`src/sv/sfcc_pkg.sv`:
```
// ----------------------------------------------------------------------------
// Sensor frame CRC converter package
// Beat types, register codes, conversion constants and the CRC-8 step.
// ----------------------------------------------------------------------------
package sfcc_pkg;

    localparam int DATA_BYTES_DEF = 2;

    localparam int CFG_IDX_W  = 2;
    localparam int CFG_DATA_W = 16;

    localparam logic [CFG_IDX_W-1:0] REG_CRC_POLY   = 2'd0;
    localparam logic [CFG_IDX_W-1:0] REG_CRC_EN     = 2'd1;
    localparam logic [CFG_IDX_W-1:0] REG_TEMP_OFF   = 2'd2;
    localparam logic [CFG_IDX_W-1:0] REG_HUM_OFF    = 2'd3;

    localparam logic [7:0]  CRC_POLY_RST = 8'h31;
    localparam logic        CRC_EN_RST   = 1'b1;
    localparam logic [15:0] STATUS_MASK  = 16'hFFFC;

    localparam logic [14:0]        TEMP_SCALE = 15'd17572;
    localparam logic [14:0]        HUM_SCALE  = 15'd12500;
    localparam logic signed [15:0] TEMP_BASE  = -16'sd4685;
    localparam logic signed [15:0] HUM_BASE   = -16'sd600;

    localparam logic CH_TEMP = 1'b0;

    typedef struct packed {
        logic [7:0] rx_byte;
        logic       frame_start;
        logic       channel;
    } t_in_beat;

    typedef struct packed {
        logic               result_channel;
        logic [15:0]        raw_value;
        logic signed [15:0] value_hundredths;
        logic               crc_ok;
    } t_out_beat;

    function automatic logic [7:0] crc8_byte(input logic [7:0] crc, input logic [7:0] b,
                                             input logic [7:0] poly);
        logic [7:0] c;
        c = crc ^ b;
        for (int i = 0; i < 8; i++) begin
            if (c[7]) begin
                c = {c[6:0], 1'b0} ^ poly;
            end else begin
                c = {c[6:0], 1'b0};
            end
        end
        return c;
    endfunction

endpackage

```
`src/sv/sfcc_if.sv`:
```
// ----------------------------------------------------------------------------
// Sensor frame CRC converter channels
// Valid/ready channels for received bytes and converted results.
// ----------------------------------------------------------------------------
interface sfcc_in_if import sfcc_pkg::*; ();
    logic     valid;
    logic     ready;
    t_in_beat data;

    modport source (output valid, output data, input ready);
    modport sink (input valid, input data, output ready);
endinterface

interface sfcc_out_if import sfcc_pkg::*; ();
    logic      valid;
    logic      ready;
    t_out_beat data;

    modport source (output valid, output data, input ready);
    modport sink (input valid, input data, output ready);
endinterface

```
`src/sv/sensor_frame_crc_converter.sv`:
```
// ----------------------------------------------------------------------------
// Sensor frame CRC converter
// A result passes the stage-1 register, then the output register, after its
// checksum byte is accepted. Throughput: one byte per cycle while results are
// taken; the CRC step and one 16x15 multiply-add each sit in a single stage,
// with a registered output that takes a new beat while the previous one is
// taken. Active-low synchronous reset restores frame state, valids and config.
// ----------------------------------------------------------------------------
module sensor_frame_crc_converter import sfcc_pkg::*; #(
    parameter int DATA_BYTES = DATA_BYTES_DEF
) (
    input  logic                  i_clk,
    input  logic                  i_rst_n,
    input  logic                  i_cfg_we,
    input  logic [CFG_IDX_W-1:0]  i_cfg_index,
    input  logic [CFG_DATA_W-1:0] i_cfg_data,
    sfcc_in_if.sink               i_in,
    sfcc_out_if.source            o_out
);

    localparam int POS_W = $clog2(DATA_BYTES + 1);

    logic [7:0]         r_poly;
    logic               r_crc_en;
    logic signed [15:0] r_temp_off;
    logic signed [15:0] r_hum_off;

    logic [POS_W-1:0] r_pos, n_pos, pos_eff;
    logic [7:0]       r_crc, n_crc, crc_base;
    logic [7:0]       r_hi, n_hi, hi_base;
    logic [7:0]       r_lo, n_lo, lo_base;
    logic             r_kind, n_kind, kind_base;
    logic             first, is_data, accept;

    logic        r_v1;
    logic [15:0] r_raw;
    logic        r_kind1;
    logic        r_ok;

    logic      r_ov;
    t_out_beat r_out, n_out;

    logic out_adv, s1_adv;

    logic [30:0]        prod;
    logic signed [17:0] sum;

    always_ff @(posedge i_clk) begin
        if (!i_rst_n) begin
            r_poly     <= CRC_POLY_RST;
            r_crc_en   <= CRC_EN_RST;
            r_temp_off <= '0;
            r_hum_off  <= '0;
        end else if (i_cfg_we) begin
            case (i_cfg_index)
                REG_CRC_POLY: r_poly     <= i_cfg_data[7:0];
                REG_CRC_EN:   r_crc_en   <= i_cfg_data[0];
                REG_TEMP_OFF: r_temp_off <= $signed(i_cfg_data[15:0]);
                REG_HUM_OFF:  r_hum_off  <= $signed(i_cfg_data[15:0]);
                default: ;
            endcase
        end
    end

    assign out_adv    = !r_ov || o_out.ready;
    assign s1_adv     = !r_v1 || out_adv;
    assign i_in.ready = s1_adv;
    assign accept     = i_in.valid && s1_adv;

    always_comb begin
        pos_eff   = i_in.data.frame_start ? '0 : r_pos;
        first     = (pos_eff == '0);
        crc_base  = first ? 8'h00 : r_crc;
        hi_base   = first ? 8'h00 : r_hi;
        lo_base   = first ? 8'h00 : r_lo;
        kind_base = first ? i_in.data.channel : r_kind;
        is_data   = (pos_eff < POS_W'(DATA_BYTES));
        n_pos     = '0;
        n_crc     = r_crc;
        n_hi      = r_hi;
        n_lo      = r_lo;
        n_kind    = kind_base;
        if (is_data) begin
            n_pos = pos_eff + POS_W'(1);
            n_crc = crc8_byte(crc_base, i_in.data.rx_byte, r_poly);
            n_hi  = lo_base;
            n_lo  = i_in.data.rx_byte;
        end
    end

    always_ff @(posedge i_clk) begin
        if (!i_rst_n) begin
            r_pos  <= '0;
            r_crc  <= '0;
            r_hi   <= '0;
            r_lo   <= '0;
            r_kind <= 1'b0;
        end else if (accept) begin
            r_pos  <= n_pos;
            r_crc  <= n_crc;
            r_hi   <= n_hi;
            r_lo   <= n_lo;
            r_kind <= n_kind;
        end
    end

    always_ff @(posedge i_clk) begin
        if (!i_rst_n) begin
            r_v1 <= 1'b0;
        end else if (s1_adv) begin
            r_v1 <= accept && !is_data;
        end
    end

    always_ff @(posedge i_clk) begin
        if (accept && !is_data) begin
            r_raw   <= {hi_base, lo_base} & STATUS_MASK;
            r_kind1 <= kind_base;
            r_ok    <= !r_crc_en || (crc_base == i_in.data.rx_byte);
        end
    end

    always_comb begin
        if (r_kind1 == CH_TEMP) begin
            prod = 31'(TEMP_SCALE) * 31'(r_raw);
            sum  = 18'(TEMP_BASE) + $signed({3'b000, prod[30:16]}) + 18'(r_temp_off);
        end else begin
            prod = 31'(HUM_SCALE) * 31'(r_raw);
            sum  = 18'(HUM_BASE) + $signed({3'b000, prod[30:16]}) + 18'(r_hum_off);
        end
        n_out.result_channel = r_kind1;
        n_out.raw_value      = r_raw;
        n_out.crc_ok         = r_ok;
        if (sum > 18'sd32767) begin
            n_out.value_hundredths = 16'sh7FFF;
        end else if (sum < -18'sd32768) begin
            n_out.value_hundredths = 16'sh8000;
        end else begin
            n_out.value_hundredths = sum[15:0];
        end
    end

    always_ff @(posedge i_clk) begin
        if (!i_rst_n) begin
            r_ov <= 1'b0;
        end else if (out_adv) begin
            r_ov <= r_v1;
        end
    end

    always_ff @(posedge i_clk) begin
        if (out_adv && r_v1) begin
            r_out <= n_out;
        end
    end

    assign o_out.valid = r_ov;
    assign o_out.data  = r_out;

endmodule

```
`src/flat_wrapper.sv`:
```
// flat-port wrapper written by rule: the top's interface ports become plain ports
module sensor_frame_crc_converter_flat import sfcc_pkg::*;
#(
    parameter int DATA_BYTES = DATA_BYTES_DEF
)
  (i_clk, i_rst_n, i_cfg_we, i_cfg_index, i_cfg_data, i_in_valid, i_in_data, i_in_ready, o_out_valid, o_out_data, o_out_ready);
  sfcc_in_if i_in_i ();
  sfcc_out_if o_out_i ();
  input  logic i_clk;
  input  logic i_rst_n;
  input  logic i_cfg_we;
  input  logic [CFG_IDX_W-1:0] i_cfg_index;
  input  logic [CFG_DATA_W-1:0] i_cfg_data;
  input wire logic [$bits(i_in_i.valid)-1:0] i_in_valid;
  input wire logic [$bits(i_in_i.data)-1:0] i_in_data;
  output wire logic [$bits(i_in_i.ready)-1:0] i_in_ready;
  output wire logic [$bits(o_out_i.valid)-1:0] o_out_valid;
  output wire logic [$bits(o_out_i.data)-1:0] o_out_data;
  input wire logic [$bits(o_out_i.ready)-1:0] o_out_ready;
  assign i_in_i.valid = i_in_valid;
  assign i_in_i.data = i_in_data;
  assign i_in_ready = i_in_i.ready;
  assign o_out_valid = o_out_i.valid;
  assign o_out_data = o_out_i.data;
  assign o_out_i.ready = o_out_ready;
  sensor_frame_crc_converter #(.DATA_BYTES(DATA_BYTES)) u_core (.i_clk(i_clk), .i_rst_n(i_rst_n), .i_cfg_we(i_cfg_we), .i_cfg_index(i_cfg_index), .i_cfg_data(i_cfg_data), .i_in(i_in_i), .o_out(o_out_i));
endmodule
```
`config.mk`:
```
export PLATFORM = sky130hd
export DESIGN_NAME = sensor_frame_crc_converter_flat
export DESIGN_NICKNAME = d
export VERILOG_FILES = /design/src/sv/sfcc_pkg.sv /design/src/sv/sfcc_if.sv /design/src/sv/sensor_frame_crc_converter.sv /design/src/flat_wrapper.sv
export SDC_FILE = /design/constraint.sdc
export NUM_CORES = 1
export LEC_CHECK = 0
export ABC_AREA = 0
export BUFFER_PORTS_ARGS = -buffer_cell sky130_fd_sc_hd__clkbuf_2
export CORE_MARGIN = 2
export CORE_UTILIZATION = 57
export CTS_CLUSTER_DIAMETER = 30
export CTS_CLUSTER_SIZE = 25
export DETAILED_ROUTE_END_ITERATION = 10
export HOLD_SLACK_MARGIN = 0.05
export PLACE_DENSITY = 0.84
export SLEW_MARGIN = 20
export SYNTH_ARGS = -nofsm -noshare
export SYNTH_HDL_FRONTEND = slang
export SYNTH_SLANG_ARGS = --single-unit
```
`constraint.sdc`:
```
create_clock -name i_clk -period 7.3 [get_ports i_clk]
set_input_delay 1.095 -clock i_clk [delete_from_list [all_inputs] [get_ports i_clk]]
set_output_delay 1.095 -clock i_clk [all_outputs]
set_load 0.01 [all_outputs]
```
# Word level (Yosys, flattened, before mapping)
# Cells that the tools add are included.
# W data, S select, Z words.
# word_totals
word_cells	81
register_bits	118
# op_classes
magnitude_cmp	3
addsub	5
mux	22
bitwise_logic	9
n_reduce_logical	17
eq_ne	4
multipliers	2
# op_table
op	count
$mux W8	17
$xor A8 B8 Y8	9
$mul A13 B14 Y27 const A	1
$mul A12 B14 Y26 const A	1
$add A17 B16 Y18	1
$gt A18 B16 Y1 const B	1
$lt A18 B16 Y1 const B	1
$mux W18	1
$add A14 B16 Y17 const A	1
$add A16 B16 Y17	1
$add A11 B15 Y16 const A	1
$mux W16	1
$reduce_and A2 Y1	5
$eq A8 B8 Y1	1
$eq A2 B2 Y1 const B	2
$logic_not A1 Y1	4
$logic_not A2 Y1	2
$mux W2	2
$logic_and A1 B1 Y1	3
$logic_or A1 B1 Y1	3
$add A2 B1 Y2 const B	1
$eq A2 B1 Y1 const B	1
$lt A2 B2 Y1 const B	1
$mux W1	1

# Logic depth before layout (Yosys ltp)
# Gate-level depths: netlist of run 1.
# logic_depth
ltp_word	27
depth_mapped	34

# Worst setup path before layout of run 1
# OpenSTA, ideal clock, no wires.
# synth_timing
path_kind	register to register
startpoint	reg u_core.r_raw[3]
endpoint	reg u_core.r_out (netlist bit u_core.o_out.data[10]) (data pin)
required_ps	7030
setup_slack_ps	-12
n_path_buf	1
path_stages_with_launch	35
arrival_time_ps	7041
period_less_slack_ps	7312
path_cell_list	edfxtp_1 > ha_1 > ha_1 > ha_1 > inv_1 > fa_1 > inv_1 > ha_1 > and4b_1 > a31o_2 > a21o_1 > a21o_1 > a21o_1 > a21o_1 > a21o_1 > o21a_1 > o21a_1 > nor2_1 > o21bai_1 > xnor2_1 > ha_1 > inv_1 > ha_1 > a21boi_0 > o21ai_0 > a21oi_1 > o21a_1 > o21ai_0 > a21oi_1 > o41ai_1 > xor2_1 > mux2i_1 > o21ai_1 > clkbuf_1 > a21oi_1
# synth_between
elab_chain_len	6
elab_cells_between_ends	10
cone_classes	4 x add/sub; 2 x mul; 2 x order compare; 2 x mux
# synth_lines
item	line_no	source
from (decl)	sensor_frame_crc_converter.sv:36	logic [15:0] r_raw;
from (signal assigned)	sensor_frame_crc_converter.sv:117	r_raw <= {hi_base, lo_base} & STATUS_MASK;
$mul A13 B14 Y27 or $mul A12 B14 Y26 (tied branches)	sensor_frame_crc_converter.sv:125, sensor_frame_crc_converter.sv:128	
$add A14 B16 Y17 or $add A11 B15 Y16 (tied branches)	sensor_frame_crc_converter.sv:126, sensor_frame_crc_converter.sv:129	
$add A17 B16 Y18 or $add A16 B16 Y17 (tied branches)	sensor_frame_crc_converter.sv:126, sensor_frame_crc_converter.sv:129	
$mux W18 (*)	sensor_frame_crc_converter.sv:124	if (r_kind1 == CH_TEMP) begin
$lt A18 B16 Y1	sensor_frame_crc_converter.sv:136	end else if (sum < -18'sd32768) begin
$mux W16	sensor_frame_crc_converter.sv:136	
to (signal assigned)	sensor_frame_crc_converter.sv:153	r_out <= n_out;
to (decl)	sensor_frame_crc_converter.sv:41	t_out_beat r_out, n_out;
# Every way passes the cells marked *; elsewhere a longest branch is shown, timed or not.
# A chain may end at the register's enable or synchronous reset.

# Final worst setup path of run 1
# layout_timing
startpoint	reg u_core.r_raw[9]
endpoint	reg u_core.r_out (netlist bit u_core.o_out.data[9]) (data pin)
# Same word-level chain as after synthesis.

==> key figures, run 1 <==
Status
  – Result of the run: complete, but fails checks
  – Failing checks: negative setup slack

Timing
  – Transition time at the pin with the least slew margin: approximately 1.1 ns
  – Slew headroom: 0.235
  – Unrepaired setup endpoints after global routing: true
  – Final worst clock skew: 0.0129 ns
  – Final critical-path setup slack: -0.539 ns
  – Number of pins with negative max-slew slack in the final report: 0
  – Count of final hold-check violations: 0
  – Setup TNS: -8.00 ns
  – Worst hold margin: between 0.4 and 0.5 ns
  – Achievable Freq: 0.128 GHz
  – Setup violators final: 16
  – Minimum period implied by the final worst setup slack: 7.84 ns
  – Share of the cycle needed by the critical path after routing: 1.07

Layout
  – Share of post-route cells with drive strength above 1: 0.218
  – Net count of the finished layout: 1,868
  – Synth-to-Final Area Change: 21.2%
  – Diodes inserted: 0
  – Final core utilization: 0.703

CTS
  – CTS tree: yes
  – Maximum level of the CTS H-tree: 4
  – Clock latency of the later-clocked register in the worst-skew pair: 0.44 ns
  – Number of sinks on the clock net: roughly 120
  – Buffer cell driving the clock tree root: sky130_fd_sc_hd__clkbuf_16
  – CTS Buf Count: 17
  – Clock-pin transition on the worst setup and hold timing paths: around 0.070 ns
  – Max Buffers Root-to-Sink: 2

Critical path
  – Element type at the critical path end: flip-flop
  – CP Launch Type: flip-flop
  – Cell with the largest stage delay on the worst path: sky130_fd_sc_hd__edfxtp_1
  – Delay contributed by the slowest stage of the critical path: between 0.5 and 0.6 ns
  – Type of the worst setup path: reg2reg
  – Register-to-register setup slack: -0.54 ns
  – Required time of the critical path: between 7 and 8 ns
  – Arr. time, crit path: between 8 and 9 ns
  – Kind of cell adding the most delay to the critical path: compound AO/OA/AOI/OAI gates
  – Largest fanout on the critical path: 8
  – Buffers plus inverters on the worst setup path: 4

GRT
  – Global routing usage on met1: 0.355
  – Pin count of the biggest net entering global routing: 78
  – Met3 track demand over resource: 0.0417
  – Initial antenna violation count: 1
  – Global route total overflow: 0
  – Vias in the first global route: 10.7k
  – Wire length of the first global-routing pass: 53,500 um
  – GRT Util Overall: 0.284
  – Routing layer with the top usage in global route: met2
  – Global-route track usage on met2: 0.487

Power and ir drop
  – Switching power of the nets: approximately 0.65 mW
  – Leakage power of the design: around 7.4 nW
  – Largest voltage drop on the vdd net: around 0.00015 V
  – Clock power share: 0.400
  – Power Internal: between 1 and 1.5 mW
  – Share of power burned in combinational logic: 0.235
  – Switching part of the total: 0.323
  – Power density over the cells: approximately 130 nW/um2
  – Sequential group share of total power: 0.365

Floorplan
  – Starting utilization of the core area: 0.580
  – Chip Width: 153 um
  – Total Die Area: roughly 23,000 um2
  – Site Rows: 54
  – Top-level port count: around 70
  – Die Y-Extent: 153 um
  – Core ar.: between 20,000 and 25,000 um2

Drt
  – DRT Wirelength: 39,900 um
  – Per-cell via count in the routed design: roughly 6.3
  – Remaining antenna violation count after routing: 0
  – DRC violations left: 0
  – Vias: ~12k
  – Post-detailed-route wirelength per cell: around 22 um
  – Initial DRT Pass Iterations: 6
  – Drt first-iter violations: 1,214

Synthesis
  – Share of synthesized area occupied by flip-flops and latches: 0.225
  – Number of flops mapped to enable cells by yosys: between 40 and 50
  – Syn Std Cell Area: roughly 13,000 um2
  – Count of yosys warnings during synthesis: 0
  – Area contributors post-synth: sky130_fd_sc_hd__ha_1 23%, sky130_fd_sc_hd__edfxtp_1 11%, sky130_fd_sc_hd__dfxtp_1 11%, sky130_fd_sc_hd__fa_1 9.0%, sky130_fd_sc_hd__inv_1 6.9%
  – Fraction of synthesized cell area taken by the top area cell type: 0.228
  – Top-count cell post-synth: sky130_fd_sc_hd__inv_1
  – Primary FF master, synth: sky130_fd_sc_hd__dfxtp_1
  – Post-synthesis area per instance: between 8 and 9 um2
  – Leading area contributor after synthesis: sky130_fd_sc_hd__ha_1
  – Synthesis-stage register bit count: approximately 120
  – Gate Count Post-Synth: 1,419
  – Commonest cells in the synthesized netlist: 231 x sky130_fd_sc_hd__inv_1, 230 x sky130_fd_sc_hd__ha_1, 164 x sky130_fd_sc_hd__nand2_1
  – Number of library cell types mapped by synthesis: 90
  – Share of synthesized registers carrying an async set or reset: 0

Placed design
  – Buffers added on ports: 66
  – Post-DP HPWL: 24,000 um
  – Routability congestion estimate: around 0.94

Flow run
  – Number of maximum-capacitance violations: 0

Worst hold path
  – Class of the tightest hold or removal check: reg2reg
-- logic make-up (layout without fill, tap and decap cells) --
family	count (synthesis)	in the layout	share of synthesized area
AND/OR/NAND/NOR	362	362	0.140
flip-flops	118	118	0.225
buffers and inverters	277	418	0.0838
adder cells (fa/ha/maj)	287	287	0.318
XOR/XNOR	94	94	0.0768
other	1	2	0.000297
multiplexers	5	5	0.00396
AO/OA/AOI/OAI	275	275	0.152
-- what timing repair did --
item	CTS	global route
gates resized for setup	57	116
endpoints found under the setup margin	15	16
buffers inserted	16	27
hold buffers	0	0
gates cloned	2	0
pin swaps	27	103
-- cell type report --
cell class,instances,area [um2]
clock inverters,13,97.6
inverters,233,875
flip-flops and latches,118,2840
fillers,1450,6450
repair buffers,153,1050
clock buffers,19,454
well taps,280,350
multi-input cells,1025,9630
-- per-stage QoR --
stage / worst slack [ns] / power [mW] / std cells / cell area [um2]
CTS: 0.00863 / 1.97 / 1815 / 14400
detailed placement: -0.204 / 1.16 / 1765 / 13500
global route: -0.705 / 2.08 / 1841 / 15300
finish: -0.539 / 2.02 / 1841 / 15300
floorplan: 0.00919 / 1.07 / 1420 / 12600
global placement: 0.0234 / 1.15 / 1765 / 13500
-- cell usage in the layout (no fill, tap or decap), types with 39 or more instances in the layout --
cell                       count
sky130_fd_sc_hd__ha_1        182
sky130_fd_sc_hd__xnor2_1      52
sky130_fd_sc_hd__inv_1       219
sky130_fd_sc_hd__nand2_1     164
sky130_fd_sc_hd__nor2_1       40
sky130_fd_sc_hd__fa_1         55
sky130_fd_sc_hd__edfxtp_1     48
sky130_fd_sc_hd__o21ai_0      39
sky130_fd_sc_hd__buf_4        69
sky130_fd_sc_hd__ha_4         43
sky130_fd_sc_hd__a21boi_0     51
sky130_fd_sc_hd__dfxtp_1      70
sky130_fd_sc_hd__clkbuf_2     66
-- final timing paths --
kind	cells past startpoint	start	to
worst min-delay path	0	u_core.r_ok	u_core.o_out.data[0]
worst min register to register	0	u_core.r_ok	u_core.o_out.data[0]
worst max-delay path	32	u_core.r_raw[9]	u_core.o_out.data[9]
worst max register to register	32	u_core.r_raw[9]	u_core.o_out.data[9]
-- flip-flops by register name (all words and copies together), names as in the netlist, 2 cells and up --
register and flops:
u_core.r_crc 8, u_core.r_raw 14, u_core.r_temp_off 16, u_core.r_pos 2, u_core.r_hi 8, u_core.r_poly 8, u_core.r_hum_off 16, u_core.r_lo 8
u_core.o_out.data 32
-- per-layer routing --
layer / wire length, um / share of wire
met2: 19200 / 0.48
met4: 2740 / 0.069
met3: 3410 / 0.085
met5: 0 / 0
met1: 14500 / 0.36
-- power groups by stage --
stage	logic, mW	registers, mW	clock network, mW
after floorplan	0.328	0.737	0
after global placement	0.401	0.748	0
after detailed placement	0.413	0.749	0
after CTS	0.434	0.735	0.798
after global routing	0.511	0.738	0.832
final	0.474	0.736	0.806
(Power assumes the default switching activity.)
==> run 2: changes to the inputs <==
Settings changed: CORE_UTILIZATION 57 to 59, CTS_BUF_LIST from default to sky130_fd_sc_hd__clkbuf_4, PLACE_DENSITY 0.84 to 0.86, SETUP_SLACK_MARGIN from default to 0.3.
==> run 2 against run 1 <==
  * The run still ends with negative setup slack left
  * Sequential share of layout area up 0.10 points
  * Worst setup slack better by 0.28 ns
  * Non-clock buffer count up 7
  * Hold slack better by 0.0061 ns
  * Clock power down 40%
  * Flip-flop and latch count unchanged
  * Register-to-register slack better by 0.28 ns
  * Highest routed layer unchanged
==> key figures, run 2 (same netlist as run 1, synthesis figures left out) <==
Timing
  – Achievable Freq: 0.132 GHz (+3.7%)
  – Number of pins with negative max-slew slack in the final report: 0 (unchanged)
  – Unrepaired setup endpoints after global routing: true
  – Count of final hold-check violations: 0 (unchanged)
  – Share of the cycle needed by the critical path after routing: 1.04 (-0.0383)
  – Final worst clock skew: 0.0264 ns (+0.0135 ns)
  – Minimum period implied by the final worst setup slack: 7.56 ns (-0.279 ns)
  – Slew headroom: 0.240 (+0.00493)
  – Worst hold margin: 0.440 ns (+0.00607 ns)
  – Final critical-path setup slack: -0.260 ns (+0.279 ns)
  – Transition time at the pin with the least slew margin: 1.14 ns (-0.00737 ns)
  – Setup violators final: 15 (-1)

Critical path
  – Worst reg2reg endpoint: u_core.o_out.data[8]
  – Worst R2R Path Depth: 38 (+19%)
  – Kind of cell adding the most delay to the critical path: compound AO/OA/AOI/OAI gates
  – CP Launch Type: flip-flop
  – Type of the worst setup path: reg2reg
  – Register-to-register setup slack: -0.26 ns (+0.28 ns)
  – Cell with the largest stage delay on the worst path: sky130_fd_sc_hd__edfxtp_1
  – Startpoint of the worst register-to-register path: u_core.r_raw[6]
  – Arr. time, crit path: 7.89 ns (-0.12 ns)
  – Largest fanout on the critical path: 8 (unchanged)
  – Element type at the critical path end: flip-flop
  – Required time of the critical path: 7.63 ns (+0.16 ns)
  – Delay contributed by the slowest stage of the critical path: 0.49 ns (-0.05 ns)
  – Buffers plus inverters on the worst setup path: 8 (+4)

GRT
  – Initial antenna violation count: 1 (unchanged)
  – Global route total overflow: 0 (unchanged)
  – Wire length of the first global-routing pass: 56,000 um (+4.7%)
  – GRT Util Overall: 0.319 (+0.0348)
  – Pin count of the biggest net entering global routing: 78 (unchanged)
  – Vias in the first global route: 11.2k (+4.6%)

Power and ir drop
  – Leakage power of the design: 7.33 nW (-0.92%)
  – Power density over the cells: 110 nW/um2 (-17%)
  – Largest voltage drop on the vdd net: 0.000120 V (-18%)

Floorplan
  – Top-level port count: 69 (unchanged)
  – Die Y-Extent: 150 um (-1.7%)
  – Core ar.: 21,000 um2 (-3.4%)
  – Starting utilization of the core area: 0.601 (+0.0203)
  – Site Rows: 53 (-1.9%)
  – Total Die Area: 22,600 um2 (-3.3%)
  – Chip Width: 150 um (-1.7%)

CTS
  – Clock latency of the later-clocked register in the worst-skew pair: 0.59 ns (+0.15 ns)
  – Maximum level of the CTS H-tree: 4 (unchanged)
  – CTS Buf Count: 17 (unchanged)
  – Clock-pin transition on the worst setup and hold timing paths: 0.12 ns (+0.05 ns)
  – Buffer cell driving the clock tree root: sky130_fd_sc_hd__clkbuf_4
  – Number of sinks on the clock net: 118 (unchanged)
  – Max Buffers Root-to-Sink: 2 (unchanged)
  – CTS tree: yes

Worst hold path
  – Class of the tightest hold or removal check: reg2reg
  – Hold EP: u_core.o_out.data[0]
  – WHS Path Cells: 0 (unchanged)
  – Hold wc startpoint: u_core.r_ok

Layout
  – Finished Cell Area: 15,200 um2 (-0.55%)
  – Highest-count cells in the layout ignoring fill and taps: 219 x sky130_fd_sc_hd__inv_1, 177 x sky130_fd_sc_hd__ha_1, 161 x sky130_fd_sc_hd__nand2_1, 73 x sky130_fd_sc_hd__buf_4, 70 x sky130_fd_sc_hd__dfxtp_1
  – Net count of the finished layout: 1,875 (+0.37%)
  – Share of post-route cells with drive strength above 1: 0.232 (+0.0137)
  – Synth-to-Final Area Change: 20.6%
  – Most frequent standard cell in the layout excluding fill and tap cells: sky130_fd_sc_hd__inv_1
  – Number of flip-flops under the largest register name: 32 (unchanged)

Drt
  – Vias: 11.3k (-1.9%)
  – Drt first-iter violations: 931 (-23%)
  – Initial DRT Pass Iterations: 7 (+1)
  – Remaining antenna violation count after routing: 0 (unchanged)
  – DRC violations left: 0 (unchanged)
  – Post-detailed-route wirelength per cell: 21.1 um (-2.7%)
  – DRT Wirelength: 38,900 um (-2.5%)
  – Per-cell via count in the routed design: 6.12 (-2.1%)

Placed design
  – Pre-CTS setup slack: -0.0815 ns (+0.123 ns)
  – Buffers added on ports: 66 (unchanged)
  – Placement Cell Area: 13,400 um2 (-0.33%)
  – Post-DP HPWL: 24,200 um (+0.69%)
  – Routability congestion estimate: 0.940 (+0.41%)

Flow run
  – Number of maximum-capacitance violations: 0 (unchanged)

Status
  – Failing checks: negative setup slack
  – Result of the run: complete, but fails checks
run 2: cell types whose count changed in the layout (fill, tap and decap cells not counted), sizes merged:
cell,delta
buf,+7
clkinv,-3
inv,+3
clkbuf,-2
bufinv,+1
clkinvlp,+1
diode,+1
run 2: worst max-delay path by stage:
stage                     from               endpoint  cells past startpoint
2_1_floorplan  u_core.r_raw[3]  u_core.o_out.data[14]                     34
3_3_place_gp   u_core.r_raw[5]   u_core.o_out.data[5]                     31
3_5_place_dp   u_core.r_raw[5]  u_core.o_out.data[15]                     31
4_1_cts        u_core.r_raw[4]  u_core.o_out.data[15]                     36
5_1_grt        u_core.r_raw[6]   u_core.o_out.data[8]                     36
6_report       u_core.r_raw[6]   u_core.o_out.data[8]                     38
run 2: cell type report:
| class | count | area, um2 |
|---|---|---|
| multi-input cells | 1025 | 9770 |
| fillers | 1367 | 5800 |
| flip-flops and latches | 118 | 2840 |
| repair buffers | 160 | 1110 |
| inverters | 233 | 875 |
| well taps | 275 | 344 |
| clock inverters | 15 | 145 |
| clock buffers | 17 | 128 |
| diodes | 1 | 2.50 |
run 2: per-stage QoR:
| step | setup TNS (ns) | cells | utilization | power (mW) |
|---|---|---|---|---|
| 6_report | -3.29 | 1844 | 0.724 | 1.67 |
| 5_1_grt | -6.41 | 1844 | 0.724 | 1.74 |
| 4_1_cts | 0 | 1823 | 0.701 | 1.65 |
| 3_5_place_dp | -0.697 | 1752 | 0.638 | 1.16 |
| 3_3_place_gp | 0 | 1752 | 0.638 | 1.15 |
| 2_1_floorplan | 0 | 1420 | - | 1.07 |
run 2: metal layers:
metal	wire [um]	track usage	vias up
met5	0	0	-
met4	2740	0.171	0
met3	3310	0.0676	234
met2	18700	0.542	574
met1	14200	0.376	5389
li1	-	-	5091
run 2: timing repair:
action,4_1_cts,5_1_grt
endpoints found under the setup margin,16,16
cloned,2,0
resized for setup,130,61
hold buffers,0,0
setup buffers,37,20
pin swaps,88,63
run 2: power breakdown:
part           internal [mW]  total [mW]  leakage (nW)  switching, mW
sequential             0.709       0.738          1.06         0.0290
combinational          0.194       0.453          6.12          0.259
clock                  0.177       0.482         0.151          0.305
==> run 3: changes to the inputs <==
Settings changed: CORE_UTILIZATION 59 to 65, PLACE_DENSITY 0.86 to 0.9.
Clock period 7.3 ns to 9.7 ns, I/O delays scaled along.
==> run 3 against run 2 <==
  * The flow finishes with violations (design-rule violations)
  * Final cell count is 5.7% lower
  * Worst setup slack better by 1.6 ns
  * Die area decreased by 9.0%
  * Cell area is 12% lower
  * Hold slack improved by 0.0099 ns
  * Flip-flop and latch count unchanged
  * Clock skew decreased by 0.0039 ns
  * Largest power group unchanged
  * Clock power is 15% lower
  * Core utilization fell by 1.2 points
  * Routed wire length decreased by 24%
  * Count of clock-buffer cells in the layout is 1 higher
  * Largest cell class unchanged
==> key figures, run 3 (same netlist as run 1, synthesis figures left out) <==
Layout
  – Synth-to-Final Area Change: 6.56%
  – Highest-count cells in the layout ignoring fill and taps: 231 x sky130_fd_sc_hd__inv_1, 230 x sky130_fd_sc_hd__ha_1, 164 x sky130_fd_sc_hd__nand2_1, 70 x sky130_fd_sc_hd__dfxtp_1, 66 x sky130_fd_sc_hd__clkbuf_2
  – Final core utilization: 0.712 (-0.0119)
  – Net count of the finished layout: 1,785 (-4.8%)
  – Share of post-route cells with drive strength above 1: 0.0920 (-0.139)
  – Number of flip-flops under the largest register name: 32 (unchanged)
  – Register area: 2840 um2 (unchanged)
  – Multi-input combinational cell area: 8740 um2 (-11%)
  – Finished Cell Area: 13,500 um2 (-12%)
  – Most frequent standard cell in the layout excluding fill and tap cells: sky130_fd_sc_hd__inv_1
  – Number of filler instances in the final layout: 1,386 (+1.4%)

Critical path
  – Type of the worst setup path: reg2reg
  – Cell repeated most along the worst path: sky130_fd_sc_hd__ha_1
  – Worst R2R Path Depth: 33 (-13%)
  – Critical Path Sink: u_core.o_out.data[8]
  – CP Launch Type: flip-flop
  – Arr. time, crit path: 8.62 ns (+0.73 ns)
  – Element type at the critical path end: flip-flop
  – Largest fanout on the critical path: 15 (+7)
  – Cell with the largest stage delay on the worst path: sky130_fd_sc_hd__o21ai_1
  – Required time of the critical path: 9.98 ns (+2.35 ns)
  – Worst reg2reg endpoint: u_core.o_out.data[8]
  – Register-to-register setup slack: 1.36 ns (+1.62 ns)
  – CP startpoint: u_core.r_raw[4]
  – Startpoint of the worst register-to-register path: u_core.r_raw[4]
  – Delay contributed by the slowest stage of the critical path: 0.75 ns (+0.26 ns)

Timing
  – Unrepaired setup endpoints after global routing: false
  – Count of final hold-check violations: 0 (unchanged)
  – Minimum period implied by the final worst setup slack: 8.34 ns (+0.776 ns)
  – Achievable Freq: 0.120 GHz (-9.3%)
  – Slew headroom: 0.282 (+0.0420)
  – Setup TNS: 0 ns (+3.29 ns)
  – Setup violators final: 0 (-15)
  – Share of the cycle needed by the critical path after routing: 0.859 (-0.176)
  – Transition time at the pin with the least slew margin: 1.08 ns (-0.0611 ns)
  – Final worst clock skew: 0.0225 ns (-0.00390 ns)
  – Number of pins with negative max-slew slack in the final report: 0 (unchanged)
  – Worst hold margin: 0.449 ns (+0.00988 ns)

CTS
  – Maximum level of the CTS H-tree: 4 (unchanged)
  – CTS Buf Count: 17 (unchanged)
  – Hold buffer count at CTS: 0 (unchanged)
  – Max Buffers Root-to-Sink: 2 (unchanged)
  – CTS tree: yes
  – Clock-pin transition on the worst setup and hold timing paths: 0.12 ns (about the same)
  – Buffer cell driving the clock tree root: sky130_fd_sc_hd__clkbuf_4
  – Number of sinks on the clock net: 118 (unchanged)
  – Post-CTS Repair Setup Buffers: 0 (-100%)
  – Clock latency of the later-clocked register in the worst-skew pair: 0.57 ns (-0.02 ns)
  – CTS resizes: 0 (-100%)

Flow run
  – Number of maximum-capacitance violations: 0 (unchanged)

Floorplan
  – Chip Width: 143 um (-4.6%)
  – Top-level port count: 69 (unchanged)
  – Die Y-Extent: 143 um (-4.6%)
  – Total Die Area: 20,600 um2 (-9.0%)
  – Core ar.: 18,900 um2 (-10%)
  – Site Rows: 50 (-5.7%)
  – Starting utilization of the core area: 0.668 (+0.0677)

Drt
  – Post-detailed-route wirelength per cell: 17.0 um (-19%)
  – DRT Wirelength: 29,600 um (-24%)
  – DRC violations left: 1 (+1)
  – Vias: 10.2k (-9.9%)
  – Initial DRT Pass Iterations: 11 (+4)
  – Per-cell via count in the routed design: 5.85 (-4.4%)
  – Drt first-iter violations: 888 (-4.6%)
  – Remaining antenna violation count after routing: 0 (unchanged)

GRT
  – Global route total overflow: 0 (unchanged)
  – Wire length of the first global-routing pass: 49,100 um (-12%)
  – GRT Util Overall: 0.304 (-0.0149)
  – Vias in the first global route: 10.1k (-9.7%)
  – Initial antenna violation count: 1 (unchanged)
  – Met3 track demand over resource: 0.0506 (-0.0169)
  – Pin count of the biggest net entering global routing: 78 (unchanged)
  – Global routing usage on met1: 0.396 (+0.0205)
  – Routing layer with the top usage in global route: met2
  – Global-route track usage on met2: 0.508 (-0.0340)

Placed design
  – Post-DP HPWL: 23,000 um (-4.8%)
  – Placement Cell Area: 13,100 um2 (-2.0%)
  – Buffers added on ports: 66 (unchanged)
  – Routability congestion estimate: 0.997 (+6.1%)

Power and ir drop
  – Leakage power of the design: 6.87 nW (-6.3%)
  – Power density over the cells: 95.0 nW/um2 (-14%)
  – Largest voltage drop on the vdd net: 0.0000737 V (-38%)

Worst hold path
  – Class of the tightest hold or removal check: reg2reg

Status
  – Failing checks: design-rule violations
  – Result of the run: complete, but fails checks
[run 3: cell types whose count changed in the layout (fill, tap and decap cells not counted), moves of 7 or more]
cell	delta
sky130_fd_sc_hd__inv_1	+12
sky130_fd_sc_hd__a21oi_1	+23
sky130_fd_sc_hd__ha_4	-47
sky130_fd_sc_hd__inv_2	-12
sky130_fd_sc_hd__ha_1	+53
sky130_fd_sc_hd__buf_6	-21
sky130_fd_sc_hd__nor2_1	+7
sky130_fd_sc_hd__buf_4	-69
sky130_fd_sc_hd__o21ai_0	+9
sky130_fd_sc_hd__a21oi_2	-18
[run 3: area by class of cell]
| cell class | instances | area share |
|---|---|---|
| diodes | 1 | 0.000186 |
| clock buffers | 18 | 0.0100 |
| clock inverters | 14 | 0.0132 |
| inverters | 233 | 0.0650 |
| multi-input cells | 1025 | 0.649 |
| flip-flops and latches | 118 | 0.211 |
| well taps | 260 | 0.0242 |
| repair buffers | 70 | 0.0268 |
[run 3: report_power, final]
group	internal, mW	switching [mW]	leakage [nW]
Combinational	0.131	0.185	5.63
Clock	0.206	0.204	0.174
Sequential	0.533	0.0194	1.06
Total	0.870	0.408	6.87
[run 3: critical path: cells and delay by family, from the launching register on]
kind / cells / cell delay, ns
multiplexers: 1 / 0.10
XOR/XNOR: 2 / 0.33
adder cells (fa/ha/maj): 7 / 2.38
AND/OR/NAND/NOR: 2 / 0.37
AO/OA/AOI/OAI: 18 / 4.14
buffers and inverters: 3 / 0.15
flip-flops: 1 / 0.58
[run 3: worst min-delay path by stage]
stage                           endpoint  slack (ns)  cells after the start        start
floorplan           u_core.o_out.data[0]        0.40                      0  u_core.r_ok
global placement    u_core.o_out.data[0]        0.41                      0  u_core.r_ok
detailed placement  u_core.o_out.data[0]        0.41                      0  u_core.r_ok
CTS                 u_core.o_out.data[0]        0.44                      0  u_core.r_ok
global route        u_core.o_out.data[0]        0.47                      0  u_core.r_ok
finish              u_core.o_out.data[0]        0.45                      0  u_core.r_ok
[run 3: layer usage]
metal,routed length [um],vias up
li1,-,4912
met1,12300,4791
met2,14400,381
met3,1860,89
met4,1010,0
met5,0,-
[run 3: per-stage QoR]
stage	cells	setup WS [ns]	power, mW
6_report	1739	1.36	1.28
5_1_grt	1739	0.808	1.33
4_1_cts	1738	1.49	1.27
3_5_place_dp	1706	1.50	0.870
3_3_place_gp	1706	1.82	0.859
2_1_floorplan	1420	2.39	0.802
